## src/rtl/id_dk_pkg.sv

```systemverilog
// ----------------------------------------------------------------------------
// id_dk_pkg
// shared types and constants of the identity number date key extractor
// ----------------------------------------------------------------------------
package id_dk_pkg;

    localparam int WIN_LEN   = 17;
    localparam int DIGIT_W   = 4;
    localparam int RUN_W     = $clog2(WIN_LEN + 1);
    localparam int CH_W      = 8;
    localparam int REGION_W  = 20;
    localparam int KEY_W     = 32;
    localparam int SEQ_SH    = 16;

    // character codes
    localparam logic [CH_W-1:0] CH_ZERO  = 8'h30;
    localparam logic [CH_W-1:0] CH_NINE  = 8'h39;
    localparam logic [CH_W-1:0] CH_X_UP  = 8'h58;
    localparam logic [CH_W-1:0] CH_X_LOW = 8'h78;

    // reciprocal constants for division by 100 and by 5
    localparam logic [12:0] RECIP_100    = 13'd5243;
    localparam int          RECIP_100_SH = 19;
    localparam logic [13:0] RECIP_5      = 14'd13108;
    localparam int          RECIP_5_SH   = 16;

    // 306 from the day formula plus the day number of 1900-01-01
    localparam logic [KEY_W-1:0] EPOCH_OFS = 32'd693902;

    typedef logic [DIGIT_W-1:0] t_digit;
    typedef logic [WIN_LEN-1:0][DIGIT_W-1:0] t_window;

    // word handed from the digit row to the date pipeline
    typedef struct packed {
        logic    found;
        t_window digits;
    } t_tok;

endpackage

```

## src/rtl/id_dk_cell.sv

```systemverilog
// ----------------------------------------------------------------------------
// id_dk_cell
// one digit cell of the shifting window row
// ----------------------------------------------------------------------------
module id_dk_cell (
    input  logic              i_clk,
    input  logic              i_rst_n,
    input  logic              i_clr,
    input  logic              i_shift,
    input  id_dk_pkg::t_digit i_digit,
    output id_dk_pkg::t_digit o_digit
);
    import id_dk_pkg::*;

    t_digit r_digit;

    always_ff @(posedge i_clk) begin
        if (!i_rst_n || i_clr) begin
            r_digit <= '0;
        end else if (i_shift) begin
            r_digit <= i_digit;
        end
    end

    assign o_digit = r_digit;

endmodule

```

## src/rtl/id_dk_calc.sv

```systemverilog
// ----------------------------------------------------------------------------
// id_dk_calc
// five stage pipeline from a matched digit window to region and day key
// ----------------------------------------------------------------------------
module id_dk_calc (
    input  logic                             i_clk,
    input  logic                             i_rst_n,
    input  logic                             i_en,
    input  logic                             i_valid,
    input  id_dk_pkg::t_tok                  i_tok,
    output logic                             o_valid,
    output logic                             o_status,
    output logic [id_dk_pkg::REGION_W-1:0]   o_region_code,
    output logic [id_dk_pkg::KEY_W-1:0]      o_day_key
);
    import id_dk_pkg::*;

    t_window d;

    // stage 1: decimal to binary
    logic                r_v1, r_found1;
    logic [REGION_W-1:0] r_region1, n_region1;
    logic [13:0]         r_year1, n_year1;
    logic [6:0]          r_month1, n_month1, r_day1, n_day1;
    logic [9:0]          r_seq1, n_seq1;

    // stage 2: month shift and month term
    logic                r_v2, r_found2;
    logic [REGION_W-1:0] r_region2;
    logic signed [14:0]  r_ya2, n_ya2;
    logic [13:0]         r_t1_2, n_t1_2;
    logic [6:0]          r_day2, n_ma2;
    logic [9:0]          r_seq2;
    logic                n_early;

    // stage 3: reciprocal products
    logic                r_v3, r_found3;
    logic [REGION_W-1:0] r_region3;
    logic signed [31:0]  r_y365, n_y365;
    logic [11:0]         r_y4, n_y4, r_q5, n_q5, n_yq;
    logic [6:0]          r_q100, n_q100, r_q400, n_q400, r_day3;
    logic [9:0]          r_seq3;
    logic [13:0]         n_yp;
    logic [26:0]         n_p100;
    logic [24:0]         n_p400;
    logic [27:0]         n_p5;

    // stage 4: partial sums
    logic                r_v4, r_found4;
    logic [REGION_W-1:0] r_region4;
    logic [KEY_W-1:0]    r_a4, n_a4;
    logic [12:0]         r_b4, n_b4;
    logic [9:0]          r_seq4;

    // stage 5: output word
    logic                r_ov, r_status;
    logic [REGION_W-1:0] r_region5;
    logic [KEY_W-1:0]    r_key5, n_key5;

    always_comb begin
        d = i_tok.digits;
        n_region1 = 20'(d[0]) * 20'd100000 + 20'(d[1]) * 20'd10000
                  + 20'(d[2]) * 20'd1000 + 20'(d[3]) * 20'd100
                  + 20'(d[4]) * 20'd10 + 20'(d[5]);
        n_year1   = 14'(d[6]) * 14'd1000 + 14'(d[7]) * 14'd100
                  + 14'(d[8]) * 14'd10 + 14'(d[9]);
        n_month1  = 7'(d[10]) * 7'd10 + 7'(d[11]);
        n_day1    = 7'(d[12]) * 7'd10 + 7'(d[13]);
        n_seq1    = 10'(d[14]) * 10'd100 + 10'(d[15]) * 10'd10 + 10'(d[16]);
    end

    always_comb begin
        n_early = (r_month1 < 7'd3);
        n_ya2   = n_early ? 15'({1'b0, r_year1}) - 15'd1 : 15'({1'b0, r_year1});
        n_ma2   = n_early ? r_month1 + 7'd12 : r_month1;
        n_t1_2  = 14'(16'(n_ma2) * 16'd153 - 16'd457);
    end

    always_comb begin
        n_yp   = r_ya2[13:0];
        n_yq   = n_yp[13:2];
        n_p100 = 27'(n_yp) * 27'(RECIP_100);
        n_p400 = 25'(n_yq) * 25'(RECIP_100);
        n_p5   = 28'(r_t1_2) * 28'(RECIP_5);
        n_y365 = 32'(r_ya2) * 32'sd365;
        n_q5   = 12'(n_p5 >> RECIP_5_SH);
        // year minus one below zero: the year quotients truncate to zero
        if (r_ya2[14]) begin
            n_y4   = '0;
            n_q100 = '0;
            n_q400 = '0;
        end else begin
            n_y4   = n_yq;
            n_q100 = 7'(n_p100 >> RECIP_100_SH);
            n_q400 = 7'(n_p400 >> RECIP_100_SH);
        end
    end

    always_comb begin
        n_a4   = KEY_W'(r_y365) + KEY_W'(r_y4) - KEY_W'(r_q100) + KEY_W'(r_q400);
        n_b4   = 13'(r_q5) + 13'(r_day3);
        n_key5 = (r_a4 + KEY_W'(r_b4) - EPOCH_OFS) | (KEY_W'(r_seq4) << SEQ_SH);
    end

    always_ff @(posedge i_clk) begin
        if (!i_rst_n) begin
            r_v1 <= 1'b0;
            r_v2 <= 1'b0;
            r_v3 <= 1'b0;
            r_v4 <= 1'b0;
            r_ov <= 1'b0;
        end else if (i_en) begin
            r_v1 <= i_valid;
            r_v2 <= r_v1;
            r_v3 <= r_v2;
            r_v4 <= r_v3;
            r_ov <= r_v4;
        end
    end

    always_ff @(posedge i_clk) begin
        if (i_en) begin
            r_found1  <= i_tok.found;
            r_region1 <= n_region1;
            r_year1   <= n_year1;
            r_month1  <= n_month1;
            r_day1    <= n_day1;
            r_seq1    <= n_seq1;

            r_found2  <= r_found1;
            r_region2 <= r_region1;
            r_ya2     <= n_ya2;
            r_t1_2    <= n_t1_2;
            r_day2    <= r_day1;
            r_seq2    <= r_seq1;

            r_found3  <= r_found2;
            r_region3 <= r_region2;
            r_y365    <= n_y365;
            r_y4      <= n_y4;
            r_q100    <= n_q100;
            r_q400    <= n_q400;
            r_q5      <= n_q5;
            r_day3    <= r_day2;
            r_seq3    <= r_seq2;

            r_found4  <= r_found3;
            r_region4 <= r_region3;
            r_a4      <= n_a4;
            r_b4      <= n_b4;
            r_seq4    <= r_seq3;

            r_status  <= !r_found4;
            r_region5 <= r_found4 ? r_region4 : '0;
            r_key5    <= r_found4 ? n_key5 : '0;
        end
    end

    assign o_valid       = r_ov;
    assign o_status      = r_status;
    assign o_region_code = r_region5;
    assign o_day_key     = r_key5;

endmodule

```

## src/rtl/id_number_date_key_extract_core.sv

```systemverilog
// ----------------------------------------------------------------------------
// id_number_date_key_extract_core
// scans a byte string for an 18 character identity number and derives a key
// ----------------------------------------------------------------------------
// One byte is taken every clock cycle while the output side keeps up. Bytes
// slide into a row of 17 digit cells beside a run counter; the leftmost
// window of 17 digits followed by a digit, X or x freezes the row. On the
// byte flagged last one result word leaves through the date pipeline:
// status 0 with the six digit region and the day key, or status 1 with both
// zero. The pipeline stages are decimal conversion, month shift,
// reciprocal products and two adder stages. A stalled output holds the
// whole pipeline and input ready falls with it, so bytes keep flowing at
// one per cycle whenever o_valid is low or i_ready is high.
// ----------------------------------------------------------------------------
module id_number_date_key_extract_core (
    input  logic                           i_clk,
    input  logic                           i_rst_n,
    // byte input
    input  logic                           i_valid,
    output logic                           o_ready,
    input  logic [id_dk_pkg::CH_W-1:0]     i_ch,
    input  logic                           i_last,
    // result output
    output logic                           o_valid,
    input  logic                           i_ready,
    output logic                           o_status,
    output logic [id_dk_pkg::REGION_W-1:0] o_region_code,
    output logic [id_dk_pkg::KEY_W-1:0]    o_day_key
);
    import id_dk_pkg::*;

    logic             en;          // pipeline advance
    logic             acc;         // byte accepted
    logic             is_digit;
    logic             is_tail;
    logic             run_full;
    logic             match;       // window completes on this byte
    logic             shift;       // new digit enters the row
    logic             clr;         // end of string clears the row
    logic [RUN_W-1:0] r_run, n_run;
    logic             r_found, n_found;
    t_window          window;
    t_tok             tok;

    // whole pipeline moves unless a finished word is stuck at the output
    assign en      = !o_valid || i_ready;
    assign o_ready = en;
    assign acc     = i_valid && en;

    // character classes
    assign is_digit = (i_ch >= CH_ZERO) && (i_ch <= CH_NINE);
    assign is_tail  = is_digit || (i_ch == CH_X_UP) || (i_ch == CH_X_LOW);
    assign run_full = (r_run == RUN_W'(WIN_LEN));

    // a window matches only before the first match of the string
    assign match = !r_found && is_tail && run_full;
    assign shift = acc && !r_found && !match && is_digit;
    assign clr   = acc && i_last;

    // run counter saturates at the window length, frozen once found
    always_comb begin
        n_run   = r_run;
        n_found = r_found;
        if (acc) begin
            if (i_last) begin
                n_run   = '0;
                n_found = 1'b0;
            end else begin
                n_found = r_found || match;
                if (!r_found && !match) begin
                    if (!is_digit) begin
                        n_run = '0;
                    end else if (!run_full) begin
                        n_run = r_run + RUN_W'(1);
                    end
                end
            end
        end
    end

    always_ff @(posedge i_clk) begin
        if (!i_rst_n) begin
            r_run   <= '0;
            r_found <= 1'b0;
        end else begin
            r_run   <= n_run;
            r_found <= n_found;
        end
    end

    // row of digit cells, oldest at index 0, new digits enter at the top
    genvar gi;
    generate
        for (gi = 0; gi < WIN_LEN; gi++) begin : g_cell
            t_digit cell_in;
            if (gi == WIN_LEN - 1) begin : g_head
                assign cell_in = i_ch[DIGIT_W-1:0];
            end else begin : g_link
                assign cell_in = window[gi+1];
            end
            id_dk_cell u_cell (
                .i_clk   (i_clk),
                .i_rst_n (i_rst_n),
                .i_clr   (clr),
                .i_shift (shift),
                .i_digit (cell_in),
                .o_digit (window[gi])
            );
        end
    endgenerate

    // the row is frozen after a match, so it still holds the matched digits
    assign tok.found  = r_found || match;
    assign tok.digits = window;

    id_dk_calc u_calc (
        .i_clk         (i_clk),
        .i_rst_n       (i_rst_n),
        .i_en          (en),
        .i_valid       (clr),
        .i_tok         (tok),
        .o_valid       (o_valid),
        .o_status      (o_status),
        .o_region_code (o_region_code),
        .o_day_key     (o_day_key)
    );

endmodule

```

## config.mk

```make
export PLATFORM = sky130hd
export DESIGN_NAME = id_number_date_key_extract_core
export DESIGN_NICKNAME = d
export VERILOG_FILES = /design/src/rtl/id_dk_pkg.sv /design/src/rtl/id_dk_cell.sv /design/src/rtl/id_dk_calc.sv /design/src/rtl/id_number_date_key_extract_core.sv
export SDC_FILE = /design/constraint.sdc
export NUM_CORES = 2
export LEC_CHECK = 0
export ABC_AREA = 1
export ABC_CLOCK_PERIOD_IN_PS = 16000
export BUFFER_PORTS_ARGS = -buffer_cell sky130_fd_sc_hd__buf_2
export CAP_MARGIN = 40
export CORE_UTILIZATION = 26
export DETAILED_ROUTE_END_ITERATION = 6
export GPL_TIMING_DRIVEN = 0
export PLACE_DENSITY = 0.43
export SYNTH_ARGS = -nofsm -noshare
export SYNTH_HDL_FRONTEND = slang
export SYNTH_HIERARCHICAL = 1
export SYNTH_SLANG_ARGS = --single-unit
```

## constraint.sdc

```tcl
create_clock -name i_clk -period 16 [get_ports i_clk]
set_input_delay 3.2 -clock i_clk [delete_from_list [all_inputs] [get_ports i_clk]]
set_output_delay 3.2 -clock i_clk [all_outputs]
set_load 0.1 [all_outputs]
```

# Word level (Yosys, flattened, before mapping)
# Index checks and enable logic that the tools add are counted.
# op_classes
n_div	0
reduce_logical	21
eq_ne	4
n_addsub	22
magnitude_cmp	3
shift	0
multipliers	17
bitwise_logic	1
mux	7
# ops
operator	count
32-bit by 12-bit adder with 32-bit output	1
32-bit by 13-bit adder with 32-bit output	1
32-bit by 7-bit adder with 32-bit output	1
32-bit by 26-bit OR with 32-bit output	1
32-bit by 20-bit subtractor with 32-bit output, second input constant	1
32-bit by 7-bit subtractor with 32-bit output	1
14-bit by 12-bit multiplier with 26-bit output, second input constant	1
14-bit by 13-bit multiplier with 26-bit output, second input constant	1
12-bit by 13-bit multiplier with 25-bit output, second input constant	1
15-bit by 10-bit multiplier with 25-bit output, second input constant	1
4-bit by 7-bit multiplier with 11-bit output, second input constant	2
4-bit by 3-bit multiplier with 7-bit output, second input constant	3
20-bit by 11-bit adder with 20-bit output	1
20-bit by 14-bit adder with 20-bit output	1
20-bit by 18-bit adder with 20-bit output	1
20-bit by 4-bit adder with 20-bit output	1
20-bit by 8-bit adder with 20-bit output	1
5-bit two-way mux	4
4-bit by 5-bit multiplier with 9-bit output, second input constant	2
8-bit by 7-bit == test with 1-bit output, second input constant	2
4-bit by 12-bit multiplier with 15-bit output, second input constant	1
14-bit by 1-bit subtractor with 15-bit output, second input constant	1
14-bit by 11-bit adder with 14-bit output	1
14-bit by 4-bit adder with 14-bit output	1
25 further kinds	43
# totals
ramBits	0
latchBits	0
elab_cells	130
regBits	442
mem_bits_ro	0
input_bits	13
mem_count	0

# Longest topological paths before layout
# logic_depth
depth_word	10
depth_mapped	25

# Hierarchy
# The synthesis kept the hierarchy.
# by_module_without_submodules
module	area_each_um2	cells_per_inst	seq_area_each_um2	n_inst
id_dk_calc	36458.7	3963	10760.3	1
id_dk_cell	141.4	19	80.1	17
id_number_date_key_extract_core	479.2	75	120.1	1

# Worst setup path before layout
# Ideal clock, no wire load.
# synth_path
kind	input to output
startpoint	in i_ready
endpoint	out o_ready
arrival_time_ns	7.826
required_ns	12.800
cell_stages	2
path_buffers	0
slack_ns	4.974
cell_sequence	inv_1 -> nand2_2
# synth_between
elab_chain_cells	1
# synth_rtl
item	line_no	text
from (decl)	id_number_date_key_extract_core.sv:25	input logic i_ready,
1-bit logical OR	id_number_date_key_extract_core.sv:46	assign en = !o_valid || i_ready;
to (decl)	id_number_date_key_extract_core.sv:20	output logic o_ready,
# Every way passes these cells.

# Worst setup path in the final report
# Ends and elaborated chain as after synthesis.

==> impl_metrics.json <==
{
  "outcome": "finished clean",
  "path_class": "primary input to primary output",
  "cp.arrival_ns": 4.89,
  "netlist_instances": 4361,
  "synthTopCellsByCount": "inv_1 (961), nand2_1 (847), ha_1 (625)",
  "route.detailed.drc": 0,
  "clock-skew-final_ns": 0.0284,
  "vias": 27600,
  "worstSetupStartpoint": "i_ready",
  "drt_iter0_drc": 1387,
  "cts_buffers": 47,
  "rrSetupSlack_ns": 10.01,
  "grt_util_all_layers_pct": 12.0,
  "dp_hpwl_um": 74000,
  "rsz0062_at_grt": "false",
  "syn_to_final_growth_pct": 11.6,
  "tritoncts": "yes",
  "io_buffers": 67,
  "fillers": 16100,
  "path_clk_slew_ns": 0.06,
  "hp-class": "flip-flop to flip-flop",
  "period_needed_ns": 8.09,
  "yosysTopAreaCellShare_pct": 27.1,
  "ant_nets": 0,
  "nets": 5420,
  "endpoint_kind": "primary output",
  "clock.fmax_mhz": 124,
  "grt_max_degree": 112,
  "globalplace.congestion": 0.869,
  "cts_root_buf": "clkbuf_16",
  "reg2reg_depth": 19,
  "multi_input_area_um2": 23400,
  "clk_path_buf_depth": 3,
  "diodes": 0,
  "slew_viol_final": 0,
  "postCtsSetupBuffers": 0,
  "grt_pass1_wl_um": 148000,
  "clk_latency_ns": 0.60,
  "seq_area_um2": 12200,
  "final_cells": 6542,
  "async_flop_share_pct": 0,
  "tns_ns": 0,
  "synth-edff-count": 355,
  "initial_core_util_pct": 26.2,
  "ys_ff_latch": 434,
  "startpoint_type": "primary input",
  "finalCritPeriodShare_pct": 50.5,
  "worstHoldStart": "u_calc/r_seq1[2]",
  "cp.required_ns": 12.80,
  "yosysWarnings": 6,
  "cts_hold_buf": 0,
  "drt_first_pass_iters": 6,
  "finalHoldViolations": 0,
  "fp.dieArea_um2": 153000,
  "clock_sink_count": 434,
  "ys.flop_type": "edfxtp_1",
  "syn_area_um2": 39300,
  "antenna_found_initial": 2,
  "maxCapViolations": 0,
  "std_cell_rows": 142,
  "htreeDepth": 2,
  "yosysUniqueCellTypes": 49,
  "synthTopCellsByArea": "edfxtp_1 (27%), ha_1 (20%), fa_1 (15%)",
  "routedWlPerCell_um": 13.7,
  "regToRegEndpoint": "u_calc/r_q400[1]",
  "syn_area_per_cell_um2": 9.02,
  "io_pins": 68,
  "viasPerCell": 4.21,
  "grt_pass1_vias": 28300,
  "drive_above_1_share_pct": 4.71,
  "ys_seq_area_share_pct": 31.1,
  "grt_overflow": 0,
  "fp.dieH_um": 391,
  "cp_max_fo": 109,
  "synth_largest_area_cell": "edfxtp_1",
  "worst_pin_slew_ns": 0.925,
  "rr_startpoint": "u_calc/r_ya2[8]",
  "fp.dieW_um": 391,
  "yosysMostFrequentCell": "inv_1",
  "crit_end": "o_ready",
  "relSlewSlack_pct": 38.4,
  "wirelength_um": 89300,
  "setup_viol_count_final": 0,
  "cts-resized-gates": 0,
  "placed_cells_incl_taps": 6455,
  "core_um2": 150000,
  "syn_nets": 5293
}
-- worst min path at each step --
stage                     cells after the start              endpoint
final                                         0      u_calc/r_seq2[2]
after global routing                          0  u_calc/r_region4[13]
after CTS                                     0      u_calc/r_seq4[0]
after detailed placement                      0      u_calc/r_day3[1]
after global placement                        0  u_calc/r_region3[19]
after floorplan                               0      u_calc/r_day2[0]
-- sequential cells by signal (all words and copies together), names as in the netlist, 13 cells and up --
register,flops
u_calc/o_day_key,32
u_calc/r_region4,20
u_calc/r_y365,25
u_calc/r_year1,14
u_calc/r_region1,20
u_calc/r_ya2,15
u_calc/r_b4,13
g_cell.u_cell/o_digit,68
u_calc/r_a4,32
u_calc/o_region_code,20
u_calc/r_t1_2,14
u_calc/r_region3,20
u_calc/r_region2,20
-- critical path, stage by stage --
cell     delay [ns]
buf_2          0.07
inv_1          0.08
nand2_8        0.35
buf_16         0.45
buf_2          0.54
-- cell type report --
class,count,share of cell area [%]
inverter,980,8.38
multi-input combinational,2937,53.2
sequential,434,27.9
buffer,10,0.114
timing repair buffer,78,1.29
clock inverter,22,0.521
tap,2016,5.74
clock buffer,65,2.83
-- cell families after synthesis --
kind of cell | Yosys count | synth area share [%]
XOR/XNOR | 158 | 3.54
AND/OR/NAND/NOR | 1397 | 14.7
flip-flops | 434 | 31.1
AO/OA/AOI/OAI | 463 | 6.29
adder cells (fa/ha/maj) | 919 | 34.8
buffers and inverters | 990 | 9.48
-- metrics by stage --
stage / area [um^2] / setup slack (ns) / utilization (%) / hold WS, ns
6_report: 43900 / 7.91 / 29.3 / 0.415
5_1_grt: 43900 / 7.79 / 29.3 / 0.419
4_1_cts: 43900 / 7.86 / 29.3 / 0.416
3_5_place_dp: 42400 / 7.86 / 28.3 / 0.405
3_3_place_gp: 42200 / 1.80 / 28.1 / 0.403
2_1_floorplan: 39300 / 4.97 / - / 0.400
-- cell usage in the layout (no fill, tap or decap), types with 35 or more instances in the layout --
cell	count
xor2_1	103
inv_1	960
a21oi_1	286
xnor2_1	54
nor3_1	35
clkbuf_16	47
buf_2	67
edfxtp_1	355
fa_1	294
ha_1	625
nand2_1	847
dfxtp_1	79
nor2_1	266
nand3_1	138
nand4_1	49
o21ai_0	113
-- routing by layer --
| layer | vias up | track usage [%] | routed length, um |
|---|---|---|---|
| li1 | 14300 | - | - |
| met1 | 12900 | 16.7 | 44400 |
| met2 | 325 | 19.8 | 40300 |
| met3 | 80 | 1.46 | 3020 |
| met4 | 2 | 2.20 | 1480 |
| met5 | - | 0 | 13 |
Power is left out: the tool's default activity adds up to more than one toggle a clock period on the data nets, which glitch-free logic cannot reach.
